**src/rtl/sawtc_pkg.sv**
```systemverilog
// Shared types and constants for the set-associative write-through cache.
package sawtc_pkg;

   localparam int ADDR_BITS  = 16;
   localparam int TAG_BITS   = ADDR_BITS - 13;
   localparam int WAYS       = 8;
   localparam int WAY_BITS   = 3;
   localparam int SET_BITS   = 7;
   localparam int OFF_BITS   = 6;
   localparam int LINE_LEN   = 64;
   localparam int LFSR_BITS  = 16;

   localparam logic [OFF_BITS-1:0]  EDGE_OFFSET = 6'h3c;
   localparam logic [LFSR_BITS-1:0] LFSR_SEED   = 16'hace1;

   localparam logic KIND_READ  = 1'b0;
   localparam logic KIND_WRITE = 1'b1;

   localparam logic [1:0] SIZE_BYTE = 2'd0;
   localparam logic [1:0] SIZE_HALF = 2'd1;

   typedef struct packed {
      logic        kind;
      logic [15:0] address;
      logic [1:0]  size_code;
      logic [31:0] write_data;
   } req_type;

   typedef struct packed {
      logic [31:0] read_data;
      logic        cache_hit;
   } rsp_type;

   typedef struct packed {
      logic [WAYS-1:0]               valid;
      logic [WAYS-1:0][TAG_BITS-1:0] tag;
   } row_type;

   typedef struct packed {
      logic                 clear;
      logic                 load;
      logic                 row_rd;
      logic                 look;
      logic                 inval;
      logic                 fill_done;
      logic                 mem_wr;
      logic                 mem_rd;
      logic                 fill_rd;
      logic                 fill_wr;
      logic                 line_rd;
      logic                 cap_mem;
      logic                 cap_line;
      logic                 rsp_ld;
      logic [ADDR_BITS-1:0] idx;
   } cmd_type;

   typedef struct packed {
      logic       is_write;
      logic       bypass;
      logic       hit_now;
      logic [2:0] len;
   } status_type;

endpackage

```
**src/rtl/sawtc_ctrl.sv**
```systemverilog
// Controller: sequences memory clearing, lookup, byte loops, line fills and response hand-off.
module sawtc_ctrl import sawtc_pkg::*; (
   input  logic       clock,
   input  logic       reset,
   input  logic       req_valid,
   output logic       req_stall,
   output logic       rsp_valid,
   input  logic       rsp_stall,
   input  status_type status,
   output cmd_type    cmd
);

   localparam logic [3:0] ST_CLEAR  = 4'd0;
   localparam logic [3:0] ST_IDLE   = 4'd1;
   localparam logic [3:0] ST_TAGRD  = 4'd2;
   localparam logic [3:0] ST_LOOK   = 4'd3;
   localparam logic [3:0] ST_WRMEM  = 4'd4;
   localparam logic [3:0] ST_BYPRD  = 4'd5;
   localparam logic [3:0] ST_FILL   = 4'd6;
   localparam logic [3:0] ST_LINERD = 4'd7;
   localparam logic [3:0] ST_DONE   = 4'd8;

   localparam logic [ADDR_BITS-1:0] CNT_LAST = '1;
   localparam logic [ADDR_BITS-1:0] CNT_LINE = ADDR_BITS'(LINE_LEN);

   logic [3:0]           state_ff, state_in;
   logic [ADDR_BITS-1:0] cnt_ff, cnt_in;
   logic                 rsp_valid_ff, rsp_valid_in;
   logic [ADDR_BITS-1:0] len;
   logic                 slot_free;

   assign len       = ADDR_BITS'(status.len);
   assign slot_free = !rsp_valid_ff || !rsp_stall;
   assign req_stall = (state_ff != ST_IDLE);
   assign rsp_valid = rsp_valid_ff;

   always_comb begin
      state_in     = state_ff;
      cnt_in       = cnt_ff;
      rsp_valid_in = rsp_valid_ff && rsp_stall;
      cmd          = '0;
      cmd.idx      = cnt_ff;
      unique case (state_ff)
         ST_CLEAR: begin
            cmd.clear = 1'b1;
            cnt_in    = cnt_ff + ADDR_BITS'(1);
            if (cnt_ff == CNT_LAST) begin
               state_in = ST_IDLE;
            end
         end
         ST_IDLE: begin
            if (req_valid) begin
               cmd.load = 1'b1;
               state_in = ST_TAGRD;
            end
         end
         ST_TAGRD: begin
            cmd.row_rd = 1'b1;
            state_in   = ST_LOOK;
         end
         ST_LOOK: begin
            cmd.look = 1'b1;
            cnt_in   = '0;
            priority if (status.is_write) begin
               cmd.inval = status.bypass;
               state_in  = ST_WRMEM;
            end else if (status.bypass) begin
               state_in = ST_BYPRD;
            end else if (status.hit_now) begin
               state_in = ST_LINERD;
            end else begin
               state_in = ST_FILL;
            end
         end
         ST_WRMEM: begin
            cmd.mem_wr = 1'b1;
            cnt_in     = cnt_ff + ADDR_BITS'(1);
            if (cnt_ff == len - ADDR_BITS'(1)) begin
               state_in = ST_DONE;
            end
         end
         ST_BYPRD: begin
            cmd.mem_rd  = (cnt_ff < len);
            cmd.cap_mem = (cnt_ff != '0);
            cnt_in      = cnt_ff + ADDR_BITS'(1);
            if (cnt_ff == len) begin
               state_in = ST_DONE;
            end
         end
         ST_FILL: begin
            // Reads run one byte ahead of the line writes.
            cmd.fill_rd = (cnt_ff < CNT_LINE);
            cmd.fill_wr = (cnt_ff != '0);
            cnt_in      = cnt_ff + ADDR_BITS'(1);
            if (cnt_ff == CNT_LINE) begin
               cmd.fill_done = 1'b1;
               cnt_in        = '0;
               state_in      = ST_LINERD;
            end
         end
         ST_LINERD: begin
            cmd.line_rd  = (cnt_ff < len);
            cmd.cap_line = (cnt_ff != '0);
            cnt_in       = cnt_ff + ADDR_BITS'(1);
            if (cnt_ff == len) begin
               state_in = ST_DONE;
            end
         end
         ST_DONE: begin
            if (slot_free) begin
               cmd.rsp_ld   = 1'b1;
               rsp_valid_in = 1'b1;
               state_in     = ST_IDLE;
            end
         end
         default: begin
            state_in = ST_IDLE;
         end
      endcase
   end

   always_ff @(posedge clock) begin
      if (reset) begin
         state_ff     <= ST_CLEAR;
         cnt_ff       <= '0;
         rsp_valid_ff <= 1'b0;
      end else begin
         state_ff     <= state_in;
         cnt_ff       <= cnt_in;
         rsp_valid_ff <= rsp_valid_in;
      end
   end

`ifndef SYNTHESIS
   a_look_after_tagrd: assert property (@(posedge clock) disable iff (reset)
      (state_ff == ST_LOOK) |-> ($past(state_ff) == ST_TAGRD))
      else $error("lookup without a row read");
   a_accept_starts: assert property (@(posedge clock) disable iff (reset)
      (req_valid && !req_stall) |=> (state_ff == ST_TAGRD))
      else $error("accepted word did not start a lookup");
   a_done_hands_off: assert property (@(posedge clock) disable iff (reset)
      (state_ff == ST_DONE && slot_free) |=> (rsp_valid_ff && state_ff == ST_IDLE))
      else $error("finished word not handed to the response register");
   a_fill_to_read: assert property (@(posedge clock) disable iff (reset)
      (state_ff == ST_FILL && cnt_ff == CNT_LINE) |=> (state_ff == ST_LINERD))
      else $error("line fill did not continue into the line read");
`endif

endmodule
```
**config.mk**
```make
export PLATFORM = sky130hd
export DESIGN_NAME = sawtc_ctrl
export DESIGN_NICKNAME = d
export VERILOG_FILES = /design/src/rtl/sawtc_pkg.sv /design/src/rtl/sawtc_ctrl.sv
export SDC_FILE = /design/constraint.sdc
export NUM_CORES = 1
export LEC_CHECK = 0
export ABC_AREA = 1
export BUFFER_PORTS_ARGS = -buffer_cell sky130_fd_sc_hd__buf_4
export CORE_MARGIN = 5
export CORE_UTILIZATION = 44
export CTS_CLUSTER_DIAMETER = 60
export CTS_CLUSTER_SIZE = 24
export DETAILED_ROUTE_END_ITERATION = 7
export PLACE_DENSITY = 0.69
export SLEW_MARGIN = 20
export SYNTH_ARGS = -nofsm -noshare
export SYNTH_HDL_FRONTEND = slang
export SYNTH_SLANG_ARGS = --single-unit
```
**constraint.sdc**
```tcl
create_clock -name clock -period 1.6 [get_ports clock]
set_input_delay 0.24 -clock clock [delete_from_list [all_inputs] [get_ports clock]]
set_output_delay 0.24 -clock clock [all_outputs]
set_load 0.05 [all_outputs]
```
==> qor.csv, run 1 <==
metric,value,unit
endpoint_kind,output port,
grt-ovfl-total,0,
p_clk_share,31.7,%
min_path_type,input port to flip-flop,
p_int,0.836,mW
tns,-9.27,ns
yosysWarnings,0,
power_frac_seq,43.6,%
period_share,128,%
cp_cell_sequence,"ha_4, inv_2, nor2_2, o21ai_1, or3b_4, nor2_4, buf_8",
clk_pin_slew_worst_paths,0.09,ns
insertedDiodeCount,0,
crit_fanout,2,
worstSetupStartpointType,flip-flop,
dp_hpwl,4.02,mm
layout_commonest_cell,buf_4,
drcViolationCount,0,
p_switching,0.374,mW
setup_slack,-0.446,ns
hold-worst-slack,0.121,ns
antenna_found_initial,0,
peakVddDrop,652,µV
powerDensity,388,nW/µm²
synth-async-reset-ratio,0,%
nets,402,
drv_cap,0,
area_growth,92.7,%
path_buf_inv,2,
worstSkewPairLatency,0.28,ns
drtIter0Drc,207,
power_frac_comb,24.7,%
globalRouteTotalUtil,21.7,%
synth.area.top_cells,"dfxtp_1 (26%), nand2_1 (14%), nor2_1 (13%), inv_1 (9.5%), nand3_1 (6.8%)",
cp.required,1.36,ns
violations,negative setup slack,
syn_area_per_cell,6.00,µm²
dieArea,5000,µm²
wirelength,7.42,mm
grt_pass1_wl,9.00,mm
slew_viol_final,0,
ant_nets,0,
synth-main-ff-cell,dfxtp_1,
cp_slowest_cell,or3b_4,
row_count,22,
cts-hold-fix-buffers,0,
gp_congestion,0.866,
ys_seq_area_share,25.9,%
core,3610,µm²
grt_pass1_vias,2129,
netlist_area,1620,µm²
syn_inst,270,
io_pins,42,
status,"finished, violations left",
leakage,1.44,nW
synth_edf_count,0,
crit_family,simple AND/OR/NAND/NOR gates,
cts_sinks,21,
synthDistinctLibCells,31,
drive_above_1_share,56.6,%
synth_top_area_share,25.9,%
design_power_total,1.21,mW
worst_slew_pin_slew,0.413,ns
synth_nets,286,
initial_utilization,44.9,%
dr.pass1.iters,7,
final_cell_mix,"buf_4 (84), nand2_1 (51), nor2_1 (34)",
rsz0062_at_grt,true,
synth_largest_area_cell,dfxtp_1,
final.setup_skew,0.00514,ns
post-place-ws,-0.233,ns
synth-seq-cells,21,
htree_levels,1,
die_x,70.7,µm
arrival,1.81,ns
worstSetupPathType,flip-flop to output port,
via_count,2387,
grt_max_degree,12,
min_period,2.05,ns
vias_per_cell,5.51,
max_freq,489,MHz
hold_violations,0,
die_height,70.7,µm
clock_path_buffers,2,
cts-buffers-inserted,3,
relSlewSlack,72.2,%
port_buffers,41,
slowest_delay,0.43,ns
root_buffer,clkbuf_8,
switching_share,30.9,%
setup_violations,30,
wire_per_inst,17.1,µm
cts_tree,done,
## power groups by stage
stage | sequential [mW] | clock, mW | combinational [mW]
2_1_floorplan | 0.569 | 0 | 0.0945
3_3_place_gp | 0.546 | 0 | 0.200
3_5_place_dp | 0.546 | 0 | 0.208
4_1_cts | 0.530 | 0.381 | 0.221
5_1_grt | 0.529 | 0.405 | 0.318
6_report | 0.528 | 0.383 | 0.299
## timing repair
action / 4_1_cts / 5_1_grt
gates resized for setup: 43 / 66
buffers inserted: 4 / 13
pin swaps: 8 / 30
endpoints found under the setup margin: 18 / 33
## layer usage
layer	part of all wire (%)	track usage [%]	routed length (µm)
met5	0	0	0
met4	4.0	6.47	296
met3	6.8	3.41	505
met2	52	37.6	3860
met1	37	27.7	2760
## layout make-up
| cell class | instances | area [µm²] |
|---|---|---|
| clock buffer | 4 | 45.0 |
| fill | 190 | 484 |
| inverter | 47 | 186 |
| multi-input combinational | 201 | 1400 |
| sequential | 21 | 463 |
| tap | 48 | 60.1 |
| timing repair buffer | 112 | 970 |
## through the flow
step	std cells	instance area (µm²)	utilization, %
after detailed placement	412	2520	70.0
final	433	3120	86.6
after floorplan	270	1750	-
after global placement	412	2520	70.0
after global routing	433	3120	86.6
after CTS	420	2760	76.6
## registers in the layout, indices dropped and copies added (netlist names)
name	cells
state_ff	4
rsp_valid	1
cnt_ff	16
## path summary, 6_finish.rpt
path	startpoint	end	slack, ns	cells after the start
max	cnt_ff[1]$_SDFFE_PP0P_	cmd[19]	-0.45	7
min	reset	cnt_ff[15]$_SDFFE_PP0P_	0.12	2
min reg2reg	rsp_valid$_SDFF_PP0_	rsp_valid$_SDFF_PP0_	0.50	2
max reg2reg	cnt_ff[1]$_SDFFE_PP0P_	cnt_ff[5]$_SDFFE_PP0P_	-0.42	14
## synthesized netlist by cell type (all sizes together) (2+ instances only)
cell,number
nor3b,2
nand3,22
nand2,63
ha,6
nor2,61
inv,47
o21ai,8
a21oi,9
nand4,6
o21bai,2
o211ai,2
nor3,10
dfxtp,21
## cells by family (layout without fill, tap and decap cells)
kind of cell | count (synthesis) | in the layout | share of synthesized area [%]
buf+inv | 48 | 163 | 11.2
flops | 21 | 21 | 25.9
xor+xnor | 1 | 1 | 0.541
compound gates | 25 | 25 | 10.0
fa+ha+maj | 6 | 6 | 4.63
simple gates | 169 | 169 | 47.6
No activity file was read; power rests on OpenSTA's default activity.
==> run 2, diff against run 1 <==
--- a/config.mk
+++ b/config.mk
@@ -14,4 +14,5 @@
 export DETAILED_ROUTE_END_ITERATION = 7
 export PLACE_DENSITY = 0.69
+export SETUP_SLACK_MARGIN = 0.2
 export SLEW_MARGIN = 20
 export SYNTH_ARGS = -nofsm -noshare
==> constraint.sdc (replaced) <==
create_clock -name clock -period 1.6 [get_ports clock]
set_input_delay 0.16 -clock clock [delete_from_list [all_inputs] [get_ports clock]]
set_output_delay 0.16 -clock clock [all_outputs]
set_load 0.05 [all_outputs]
==> run 2 against run 1 <==
- the flow still finishes with violations (negative setup slack)
- register-to-register slack better by 0.07 ns
- clock skew down 0.0011 ns
- global-route usage up 3.5 points
- power down 1.8%
- fmax up 3.4%
- flip-flop and latch count unchanged
- wire length up 14%
- sequential share of layout area down 0.66 points
- design area up 6.9%
- critical endpoint unchanged
- largest cell class unchanged
- largest power group unchanged
==> qor.csv, run 2 (synthesized netlist as in run 1, its figures left out) <==
metric,value,unit,change
relSlewSlack,77.4,%,+5.1 points
rsz0062_at_grt,true,,
slew_viol_final,0,,unchanged
crit_fanout,4,,+2
vias_per_cell,5.65,,+2.4%
grt-ovfl-total,0,,unchanged
io_pins,42,,unchanged
row_count,22,,unchanged
final_area,3340,µm²,+6.9%
setup_slack,-0.379,ns,+0.0673 ns
grt_pass1_vias,2334,,+9.6%
die_height,70.7,µm,unchanged
post-route-util,92.6,%,+6.0 points
layout_commonest_cell,buf_4,,
final_cell_mix,"buf_4 (85), nand2_1 (47), inv_1 (31), buf_6 (31), nor2_1 (29)",,
cts-buffers-inserted,3,,unchanged
wirelength,8.45,mm,+14%
port_buffers,41,,unchanged
gp_congestion,0.856,,-1.1%
die_x,70.7,µm,unchanged
core,3610,µm²,unchanged
worstSetupStartpointType,flip-flop,,
wire_per_inst,18.9,µm,+10%
grt_pass1_wl,10.4,mm,+15%
peakVddDrop,518,µV,-20%
dieArea,5000,µm²,unchanged
worst_slew_pin_slew,0.337,ns,-0.0764 ns
cts_tree,done,,
place_inst,417,,+1.2%
setup_violations,24,,-20%
arrival,1.82,ns,about the same
cts-hold-fix-buffers,0,,unchanged
area_growth,106,%,
max_freq,505,MHz,+3.4%
clk_pin_slew_worst_paths,0.08,ns,about the same
endpoint_kind,output port,,
hold-worst-slack,0.0827,ns,-0.0385 ns
via_count,2529,,+5.9%
hold_violations,0,,unchanged
largest_register_ffs,16,,unchanged
nets,417,,+3.7%
cp_slowest_cell,or3b_4,,
drcViolationCount,0,,unchanged
cp.required,1.44,ns,+0.08 ns
cts_sinks,21,,unchanged
placed_cell_area,2600,µm²,+2.9%
min_period,1.98,ns,-0.0673 ns
dp_hpwl,4.00,mm,-0.59%
worstSetupPathType,flip-flop to output port,,
htree_levels,1,,unchanged
violations,negative setup slack,,
final.setup_skew,0.00405,ns,-0.00109 ns
globalRouteTotalUtil,25.2,%,+3.5 points
min_path_type,input port to flip-flop,,
leakage,1.55,nW,+7.1%
powerDensity,356,nW/µm²,-8.2%
period_share,124,%,-4.2 points
drv_cap,0,,unchanged
dr.pass1.iters,5,,-2
ant_nets,0,,unchanged
clock_path_buffers,2,,unchanged
insertedDiodeCount,0,,unchanged
grt_max_degree,12,,unchanged
cp_cell_sequence,"nor2_2, nand2_2, nor2_1, nand2_1, or3b_4, nor2_4, buf_8",,
top_register,cnt_ff,,
status,"finished, violations left",,
finalNonFillerCells,448,,+3.5%
worstSkewPairLatency,0.27,ns,about the same
design_power_total,1.19,mW,-1.8%
slowest_delay,0.42,ns,about the same
root_buffer,clkbuf_8,,
antenna_found_initial,0,,unchanged
drtIter0Drc,212,,+2.4%
initial_utilization,44.9,%,unchanged
drive_above_1_share,58.8,%,+2.1 points
run 2: cell count changes in the layout (fill, tap and decap cells not counted), sizes merged:
| cell | delta |
|---|---|
| buf | +15 |
run 2: area by class of cell:
type,instances,area [µm²]
clock buffer,4,45.0
fill,128,268
inverter,47,191
multi-input combinational,201,1400
sequential,21,473
tap,48,60.1
timing repair buffer,127,1170
run 2: final timing paths:
kind                          start                       end  slack [ns]  cells past startpoint
min                           reset   cnt_ff[15]$_SDFFE_PP0P_        0.08                      2
max          cnt_ff[7]$_SDFFE_PP0P_                   cmd[19]       -0.38                      7
max reg2reg  cnt_ff[2]$_SDFFE_PP0P_  state_ff[2]$_SDFFE_PP0P_       -0.35                     12
min reg2reg  cnt_ff[0]$_SDFFE_PP0P_    cnt_ff[0]$_SDFFE_PP0P_        0.55                      3
run 2: report_power, final:
part	internal, mW	leakage (nW)	switching [mW]	total (mW)
registers	0.514	0.183	0.00809	0.522
logic	0.134	1.34	0.160	0.294
clock network	0.179	0.0228	0.193	0.371
total	0.827	1.55	0.361	1.19
run 2: metrics by stage:
stage,setup TNS [ns],setup WS (ns)
floorplan,-0.635,-0.117
CTS,-1.82,-0.273
detailed placement,-0.681,-0.0663
global placement,-0.447,-0.0632
global route,-6.48,-0.436
finish,-4.47,-0.379
run 2: critical path, delay by kind of cell (launching register included):
kind,cells,cell delay (ns)
AND/OR/NAND/NOR,6,1.02
flip-flops,1,0.37
buffers and inverters,1,0.15
run 2: metal layers:
metal,track usage (%),vias to the layer above,wire [µm]
li1,-,1125,-
met5,0,-,0
met2,46.1,167,4450
met3,4.69,60,585
met4,9.39,0,540
met1,28.9,1177,2870
run 2: repair_timing:
item,4_1_cts,5_1_grt
pin swaps,27,17
endpoints found under the setup margin,35,35
setup buffers,13,14
resized for setup,89,40
